[config.mk]
export PLATFORM = sky130hd
export DESIGN_NAME = tracker_cell_effect_decoder
export DESIGN_NICKNAME = d
export VERILOG_FILES = /design/src/design/tced_pkg.sv /design/src/design/tced_front.sv /design/src/design/tced_queue.sv /design/src/design/tced_back.sv /design/src/design/tracker_cell_effect_decoder.sv
export SDC_FILE = /design/constraint.sdc
export NUM_CORES = 1
export LEC_CHECK = 0
export BUFFER_PORTS_ARGS = -buffer_cell sky130_fd_sc_hd__buf_2
export CORE_ASPECT_RATIO = 0.5
export CORE_UTILIZATION = 35
export CTS_CLUSTER_SIZE = 30
export DETAILED_ROUTE_END_ITERATION = 7
export REMOVE_ABC_BUFFERS = 1
export SETUP_SLACK_MARGIN = 0.5
export SLEW_MARGIN = 20
export SYNTH_ARGS = -nofsm -noshare
export SYNTH_HDL_FRONTEND = slang
export SYNTH_SLANG_ARGS = --single-unit
[constraint.sdc]
create_clock -name clk -period 2.7 [get_ports clk]
set_input_delay 0.54 -clock clk [delete_from_list [all_inputs] [get_ports clk]]
set_output_delay 0.54 -clock clk [all_outputs]
set_load 0.005 [all_outputs]
[src/design/tced_pkg.sv]
// Shared types and constants for the tracker cell effect decoder.
// No dependencies; used by every module of the block except tced_checker.
`timescale 1ns / 1ps

package tced_pkg;

    localparam logic [7:0] NOTE_VOL_ONLY = 8'hFE;
    localparam logic [7:0] NOTE_EMPTY    = 8'hFF;
    localparam logic [7:0] NO_EFFECT     = 8'hFF;
    localparam logic [6:0] NOTE_BASE     = 7'd36;

    localparam logic [3:0] FX_TO_F   = 4'h0;
    localparam logic [3:0] FX_TO_E   = 4'h1;
    localparam logic [3:0] FX_TO_G   = 4'h2;
    localparam logic [3:0] FX_FINE_E = 4'h3;
    localparam logic [3:0] FX_TO_H   = 4'h4;
    localparam logic [3:0] FX_SPEED  = 4'h5;
    localparam logic [3:0] FX_PAN    = 4'h6;
    localparam logic [3:0] FX_TO_Q   = 4'h7;

    localparam logic [6:0] LETTER_A = 7'h41;
    localparam logic [6:0] LETTER_E = 7'h45;
    localparam logic [6:0] LETTER_F = 7'h46;
    localparam logic [6:0] LETTER_G = 7'h47;
    localparam logic [6:0] LETTER_H = 7'h48;
    localparam logic [6:0] LETTER_P = 7'h50;
    localparam logic [6:0] LETTER_Q = 7'h51;

    localparam logic [7:0] PARAM_FINE_ZERO = 8'hF1;
    localparam logic [3:0] PARAM_FINE_HI   = 4'hF;
    localparam logic [3:0] PARAM_H_HI      = 4'h8;
    localparam logic [7:0] PARAM_PAN_LEFT  = 8'h8F;
    localparam logic [7:0] PARAM_PAN_RIGHT = 8'hF8;

    localparam int QUEUE_DEPTH = 2;

    typedef struct packed {
        logic       note_present;
        logic [6:0] note_number;
        logic [6:0] instrument;
        logic       volume_present;
        logic [5:0] volume;
        logic [7:0] effect;
    } cell_t;

    typedef struct packed {
        logic       note_present;
        logic [6:0] note_number;
        logic [6:0] instrument;
        logic       volume_present;
        logic [5:0] volume;
        logic [6:0] effect_letter;
        logic [7:0] effect_param;
    } result_t;

endpackage

[src/design/tced_front.sv]
// Front stage: decodes note, instrument and volume and updates the per-channel
// sticky effect bytes. Depends on tced_pkg.
`timescale 1ns / 1ps

module tced_front #(
    parameter int CHANNELS = 8
) (
    input  logic                clk,
    input  logic                rst_n,
    input  logic                accept,
    input  logic                op,
    input  logic [2:0]          channel,
    input  logic [7:0]          note_byte,
    input  logic [7:0]          volume_byte,
    input  logic [7:0]          effect_byte,
    output tced_pkg::cell_t     decoded
);

    localparam int DEPTH = (CHANNELS < 8) ? CHANNELS : 8;
    localparam logic [3:0] DEPTH_LIM = 4'(DEPTH);

    logic [7:0] sticky_reg  [DEPTH];
    logic [7:0] sticky_next [DEPTH];
    logic [7:0] sticky_rd;
    logic [7:0] eff;
    logic [7:0] wr_val;
    logic       ch_ok;
    logic       clr;

    always_comb
    begin
        sticky_rd = tced_pkg::NO_EFFECT;
        for (int i = 0; i < DEPTH; i++)
        begin
            if ({1'b0, channel} == 4'(i))
            begin
                sticky_rd = sticky_reg[i];
            end
        end
        if (op)
        begin
            sticky_rd = tced_pkg::NO_EFFECT;
        end
        ch_ok = ({1'b0, channel} < DEPTH_LIM);
        if (!ch_ok || (effect_byte != tced_pkg::NO_EFFECT))
        begin
            eff = effect_byte;
        end
        else
        begin
            eff = sticky_rd;
        end
        clr = (eff[7:4] == tced_pkg::FX_FINE_E) || (eff[7:4] == tced_pkg::FX_SPEED);
        wr_val = clr ? tced_pkg::NO_EFFECT : eff;
        for (int i = 0; i < DEPTH; i++)
        begin
            if ({1'b0, channel} == 4'(i))
            begin
                sticky_next[i] = wr_val;
            end
            else if (op)
            begin
                sticky_next[i] = tced_pkg::NO_EFFECT;
            end
            else
            begin
                sticky_next[i] = sticky_reg[i];
            end
        end
    end

    always_ff @(posedge clk or negedge rst_n)
    begin
        if (!rst_n)
        begin
            for (int i = 0; i < DEPTH; i++)
            begin
                sticky_reg[i] <= tced_pkg::NO_EFFECT;
            end
        end
        else if (accept)
        begin
            for (int i = 0; i < DEPTH; i++)
            begin
                sticky_reg[i] <= sticky_next[i];
            end
        end
    end

    always_comb
    begin
        decoded = '0;
        decoded.effect = eff;
        if (note_byte == tced_pkg::NOTE_VOL_ONLY)
        begin
            decoded.volume_present = 1'b1;
            decoded.volume         = {volume_byte[3:0], 2'b00};
        end
        else if (note_byte != tced_pkg::NOTE_EMPTY)
        begin
            decoded.note_present   = 1'b1;
            decoded.note_number    = {1'b0, note_byte[7:2]} + tced_pkg::NOTE_BASE;
            decoded.instrument     = {1'b0, note_byte[1:0], volume_byte[7:4]} + 7'd1;
            decoded.volume_present = 1'b1;
            decoded.volume         = {volume_byte[3:0], 2'b00};
        end
    end

endmodule

[src/design/tced_queue.sv]
// Short queue between the front and back stages.
// Depends on tced_pkg for the item type and depth.
`timescale 1ns / 1ps

module tced_queue (
    input  logic             clk,
    input  logic             rst_n,
    input  logic             wr_en,
    input  tced_pkg::cell_t  wr_data,
    output logic             full,
    input  logic             rd_en,
    output logic             rd_valid,
    output tced_pkg::cell_t  rd_data
);

    localparam int DEPTH = tced_pkg::QUEUE_DEPTH;
    localparam int PTR_W = (DEPTH > 1) ? $clog2(DEPTH) : 1;
    localparam int CNT_W = $clog2(DEPTH + 1);
    localparam logic [PTR_W-1:0] PTR_LAST = PTR_W'(DEPTH - 1);
    localparam logic [CNT_W-1:0] CNT_FULL = CNT_W'(DEPTH);

    tced_pkg::cell_t  mem [DEPTH];
    logic [PTR_W-1:0] wr_ptr_reg, wr_ptr_next;
    logic [PTR_W-1:0] rd_ptr_reg, rd_ptr_next;
    logic [CNT_W-1:0] cnt_reg, cnt_next;

    assign full     = (cnt_reg == CNT_FULL);
    assign rd_valid = (cnt_reg != '0);
    assign rd_data  = mem[rd_ptr_reg];

    always_comb
    begin
        wr_ptr_next = wr_ptr_reg;
        rd_ptr_next = rd_ptr_reg;
        cnt_next    = cnt_reg;
        if (wr_en)
        begin
            wr_ptr_next = (wr_ptr_reg == PTR_LAST) ? '0 : wr_ptr_reg + 1'b1;
        end
        if (rd_en)
        begin
            rd_ptr_next = (rd_ptr_reg == PTR_LAST) ? '0 : rd_ptr_reg + 1'b1;
        end
        if (wr_en && !rd_en)
        begin
            cnt_next = cnt_reg + 1'b1;
        end
        else if (!wr_en && rd_en)
        begin
            cnt_next = cnt_reg - 1'b1;
        end
    end

    always_ff @(posedge clk or negedge rst_n)
    begin
        if (!rst_n)
        begin
            wr_ptr_reg <= '0;
            rd_ptr_reg <= '0;
            cnt_reg    <= '0;
        end
        else
        begin
            wr_ptr_reg <= wr_ptr_next;
            rd_ptr_reg <= rd_ptr_next;
            cnt_reg    <= cnt_next;
        end
    end

    always_ff @(posedge clk)
    begin
        if (wr_en)
        begin
            mem[wr_ptr_reg] <= wr_data;
        end
    end

endmodule

[src/design/tced_back.sv]
// Back stage: translates the kept effect byte to letter and parameter and
// holds the result item in the output register. Depends on tced_pkg.
`timescale 1ns / 1ps

module tced_back (
    input  logic              clk,
    input  logic              rst_n,
    input  logic              in_valid,
    input  tced_pkg::cell_t   in_cell,
    output logic              take,
    input  logic              pop,
    output logic              out_valid,
    output tced_pkg::result_t out_item
);

    logic              valid_reg, valid_next;
    tced_pkg::result_t item_reg, item_next;
    logic [3:0]        p;

    assign take      = in_valid && (!valid_reg || pop);
    assign out_valid = valid_reg;
    assign out_item  = item_reg;
    assign p         = in_cell.effect[3:0];

    always_comb
    begin
        item_next.note_present   = in_cell.note_present;
        item_next.note_number    = in_cell.note_number;
        item_next.instrument     = in_cell.instrument;
        item_next.volume_present = in_cell.volume_present;
        item_next.volume         = in_cell.volume;
        item_next.effect_letter  = '0;
        item_next.effect_param   = '0;
        if (in_cell.effect != tced_pkg::NO_EFFECT)
        begin
            unique case (in_cell.effect[7:4])
                tced_pkg::FX_TO_F:
                begin
                    item_next.effect_letter = tced_pkg::LETTER_F;
                    item_next.effect_param  = {4'h0, p};
                end
                tced_pkg::FX_TO_E:
                begin
                    item_next.effect_letter = tced_pkg::LETTER_E;
                    item_next.effect_param  = {4'h0, p};
                end
                tced_pkg::FX_TO_G:
                begin
                    item_next.effect_letter = tced_pkg::LETTER_G;
                    item_next.effect_param  = {4'h0, p};
                end
                tced_pkg::FX_FINE_E:
                begin
                    item_next.effect_letter = tced_pkg::LETTER_E;
                    item_next.effect_param  = (p == 4'h0) ? tced_pkg::PARAM_FINE_ZERO
                                                          : {tced_pkg::PARAM_FINE_HI, p};
                end
                tced_pkg::FX_TO_H:
                begin
                    item_next.effect_letter = tced_pkg::LETTER_H;
                    item_next.effect_param  = {tced_pkg::PARAM_H_HI, p};
                end
                tced_pkg::FX_SPEED:
                begin
                    if (p != 4'h0)
                    begin
                        item_next.effect_letter = tced_pkg::LETTER_A;
                        item_next.effect_param  = {4'h0, p};
                    end
                end
                tced_pkg::FX_PAN:
                begin
                    if (p == 4'h0)
                    begin
                        item_next.effect_letter = tced_pkg::LETTER_P;
                        item_next.effect_param  = tced_pkg::PARAM_PAN_LEFT;
                    end
                    else if (p == 4'h1)
                    begin
                        item_next.effect_letter = tced_pkg::LETTER_P;
                        item_next.effect_param  = tced_pkg::PARAM_PAN_RIGHT;
                    end
                end
                tced_pkg::FX_TO_Q:
                begin
                    item_next.effect_letter = tced_pkg::LETTER_Q;
                    item_next.effect_param  = {4'h0, p};
                end
                default:
                begin
                end
            endcase
        end
    end

    always_comb
    begin
        valid_next = valid_reg;
        if (take)
        begin
            valid_next = 1'b1;
        end
        else if (pop)
        begin
            valid_next = 1'b0;
        end
    end

    always_ff @(posedge clk or negedge rst_n)
    begin
        if (!rst_n)
        begin
            valid_reg <= 1'b0;
        end
        else
        begin
            valid_reg <= valid_next;
        end
    end

    always_ff @(posedge clk)
    begin
        if (take)
        begin
            item_reg <= item_next;
        end
    end

endmodule

[src/design/tracker_cell_effect_decoder.sv]
// Top level of the tracker cell effect decoder.
// Instantiates tced_front, tced_queue and tced_back; depends on tced_pkg.
//
// Takes one pattern cell per clock while full is low and delivers one result
// item per cell, in order; each accepted cell passes through the queue and the
// back stage into the output register. When the result side keeps up, the
// sustained rate is one item per cycle, set by the read, update and write-back
// of the channel's sticky effect byte in the front stage. full rises when the
// two-entry queue between front and back fills, which happens only when pop is
// held low; the output register holds the oldest result while empty is low.
`timescale 1ns / 1ps

module tracker_cell_effect_decoder #(
    parameter int CHANNELS = 8
) (
    input  logic       clk,
    input  logic       rst_n,
    input  logic       push,
    output logic       full,
    input  logic       op,
    input  logic [2:0] channel,
    input  logic [7:0] note_byte,
    input  logic [7:0] volume_byte,
    input  logic [7:0] effect_byte,
    output logic       empty,
    input  logic       pop,
    output logic       note_present,
    output logic [6:0] note_number,
    output logic [6:0] instrument,
    output logic       volume_present,
    output logic [5:0] volume,
    output logic [6:0] effect_letter,
    output logic [7:0] effect_param
);

    logic              accept;
    logic              q_full;
    logic              q_valid;
    logic              q_take;
    logic              out_valid;
    tced_pkg::cell_t   front_cell;
    tced_pkg::cell_t   q_cell;
    tced_pkg::result_t out_item;

    assign full   = q_full;
    assign accept = push && !q_full;
    assign empty  = !out_valid;

    tced_front #(
        .CHANNELS (CHANNELS)
    ) u_front (
        .clk         (clk),
        .rst_n       (rst_n),
        .accept      (accept),
        .op          (op),
        .channel     (channel),
        .note_byte   (note_byte),
        .volume_byte (volume_byte),
        .effect_byte (effect_byte),
        .decoded     (front_cell)
    );

    tced_queue u_queue (
        .clk      (clk),
        .rst_n    (rst_n),
        .wr_en    (accept),
        .wr_data  (front_cell),
        .full     (q_full),
        .rd_en    (q_take),
        .rd_valid (q_valid),
        .rd_data  (q_cell)
    );

    tced_back u_back (
        .clk       (clk),
        .rst_n     (rst_n),
        .in_valid  (q_valid),
        .in_cell   (q_cell),
        .take      (q_take),
        .pop       (pop),
        .out_valid (out_valid),
        .out_item  (out_item)
    );

    assign note_present   = out_item.note_present;
    assign note_number    = out_item.note_number;
    assign instrument     = out_item.instrument;
    assign volume_present = out_item.volume_present;
    assign volume         = out_item.volume;
    assign effect_letter  = out_item.effect_letter;
    assign effect_param   = out_item.effect_param;

endmodule

==> qor.yml <==
min_path:
  hp-class: "in2async"
timing:
  slew_headroom_pct: 52.5
  fmax_mhz: 458
  finalCritPeriodShare_pct: 80.9
  fin_ws_ns: 0.515
  max_slew.worst_pin.slew_ns: 0.713
  slew_violations: 0
  fin_tns_setup_ns: 0
  post-route-min-period_ns: 2.19
  timing.final.hold_violations: 0
  setup_viol: 0
  finClkSkew_ns: 0.0118
  grt_setup_unrepaired: "false"
logic_synthesis:
  synth_common_cells: "edfxtp_1 (88), a21oi_1 (73), dfstp_2 (64)"
  synthTopCellsByArea: "edfxtp_1 (38%), dfstp_2 (24%), a21oi_1 (5.2%)"
  synth_enable_flop_cells: 88
  synthArstFlopShare_pct: 43.9
  synth_most_common_cell: "edfxtp_1"
  synth-seq-area-share_pct: 63.3
  synth_flop_cell: "edfxtp_1"
  yosys.area.top_type: "edfxtp_1"
  synthCells: 570
  yosys_warnings: 0
  synth_area_um2: 7030
  avgSynthCellArea_um2: 12.3
  synth_cell_types: 51
  synth-seq-cells: 157
  synth_top_area_share_pct: 37.6
detailed_routing:
  num_vias: 4763
  wirelength_mm: 15.9
  post-route-drc-count: 0
  via_per_inst: 5.05
  dr.pass1.iters: 5
  drt_iter0_markers: 341
  wire_per_inst_um: 16.9
  ant_nets: 0
setup_path:
  r2r_slack_ns: 0.60
  worstPathMaxFanout: 8
  cp-end-kind: "register"
  worstPathArrival_ns: 2.53
  crit_path_start_kind: "primary input"
  critical_path_class: "in2reg"
  reg2reg_depth: 7
  worstPathRequired_ns: 3.04
  timing.rr.start: "u_front.sticky_reg[36]"
  r2r_end: "u_front.sticky_reg[13]"
cts:
  cts_made_buffers: 17
  clock_latency_ns: 0.43
  cts_tree: "yes"
  cts.sinks: 157
  h-tree-depth: 4
  cts.clk_slew.worst_paths_ns: 0.07
  cts_buffer_depth: 2
  cts_hold_buf: 0
  clockRootBuffer: "clkbuf_16"
power:
  cellPowerDensity_nw_per_um2: 923
  p_leak_nw: 3.22
  vdd_drop_max_v: 0.000458
place:
  hpwlAfterDp_mm: 10.8
  dpl_worst_slack_ns: 0.0185
  place.gp.congestion: 0.833
  numPortBuffers: 67
outcome:
  status: "finished clean"
die:
  io_pins: 71
  die_w_um: 202
  std_cell_rows: 36
  dieArea_um2: 20700
  initial_core_util_pct: 35.9
  die-height_um: 102
  core_um2: 19500
final_layout:
  diodes: 0
  fillers: 1782
  drive_above_1_share_pct: 38.1
  syn_to_final_growth_pct: 21.4
  final_nets: 700
  largest_reg_flops: 64
global_route:
  overflow: 0
  grt_pass1_vias: 4784
  use_met1_pct: 21.3
  track_usage_pct: 16.0
  use_met2_pct: 26.7
  grt_pass1_wl_mm: 25.5
  met3_usage_pct: 3.03
  grt_most_used_layer: "met2"
  antenna_found_initial: 0
  grt_max_degree: 41
flow_run:
  maxCapViolCount: 0
==> layout by cell type (no fill, tap or decap), types with 6 or more instances in the layout <==
cell type | synthesis | routed
nor2_1 | 40 | 39
nand3_1 | 6 | 6
a21oi_1 | 73 | 73
buf_2 | 11 | 64
nand2_1 | 38 | 38
mux2_2 | 23 | 23
nor2b_1 | 11 | 11
edfxtp_1 | 88 | 88
clkbuf_16 | 0 | 17
inv_8 | 0 | 6
o21ai_0 | 18 | 18
o22ai_1 | 6 | 6
and2_1 | 8 | 8
a21oi_4 | 7 | 7
mux2i_1 | 13 | 13
buf_4 | 8 | 40
inv_1 | 9 | 9
dfstp_2 | 64 | 64
nor3_1 | 52 | 52
nand2b_1 | 8 | 8
==> worst max-delay path by stage <==
stage	from	endpoint	slack, ns	cells after the start
5_1_grt	effect_byte[4]	u_front.sticky_reg[53]	0.47	8
4_1_cts	u_front.sticky_reg[13]	u_front.sticky_reg[63]	0.54	8
2_1_floorplan	effect_byte[5]	u_front.sticky_reg[26]	0.09	7
3_5_place_dp	effect_byte[5]	u_front.sticky_reg[13]	0.02	8
3_3_place_gp	effect_byte[5]	u_front.sticky_reg[13]	0.05	8
6_report	effect_byte[4]	u_front.sticky_reg[13]	0.51	8
==> metal layers <==
layer  wire [um]  vias up
li1            -     2254
met5           0        -
met3         766       12
met1        7260     2375
met2        7790      122
met4         128        0
==> logic make-up after synthesis <==
logic type,after synthesis,share of synthesized area [%]
simple gates,183,12.7
flops,157,63.3
compound gates,128,11.6
buf+inv,46,3.08
mux,41,7.14
xor+xnor,11,1.64
fa+ha+maj,3,0.534
other cells,1,0.0534
==> per-stage QoR <==
stage | utilization (%) | cells | instance area (um2) | hold slack, ns | power, mW
after floorplan | - | 535 | 6850 | 0.244 | 4.79
after global placement | 40.3 | 909 | 7880 | 0.486 | 5.52
after detailed placement | 40.3 | 909 | 7880 | 0.487 | 5.56
after CTS | 43.5 | 943 | 8500 | 0.183 | 7.94
after global routing | 43.6 | 944 | 8530 | 0.205 | 8.30
final | 43.6 | 944 | 8530 | 0.172 | 7.88
==> cell type report <==
class                      count  area [um2]  area share [%]
clock buffer                  17         425            4.99
clock inverter                15         158            1.85
inverter                       9        33.8           0.396
multi-input combinational    369        2410            28.2
sequential                   157        4450            52.2
tap                          266         333            3.90
timing repair buffer         111         723            8.48
==> where the power goes <==
part	internal [mW]	switching (mW)
Combinational	0.782	1.04
Sequential	3.44	0.265
Clock	1.24	1.11
Total	5.47	2.41
==> what timing repair did <==
item / 4_1_cts / 5_1_grt
gates cloned: 0 / 0
pin swaps: 2 / 5
gates resized for setup: 2 / 6
buffers inserted: 2 / 1
setup endpoints to repair: 55 / 58
==> worst max-delay path: stages <==
cell     delay [ns]
buf_2          0.14
nand4_1        0.11
or4_4          0.55
o41ai_4        0.41
a31oi_1        0.11
and2b_4        0.27
a21oi_4        0.28
a21oi_1        0.11
(Power assumes the default switching activity.)
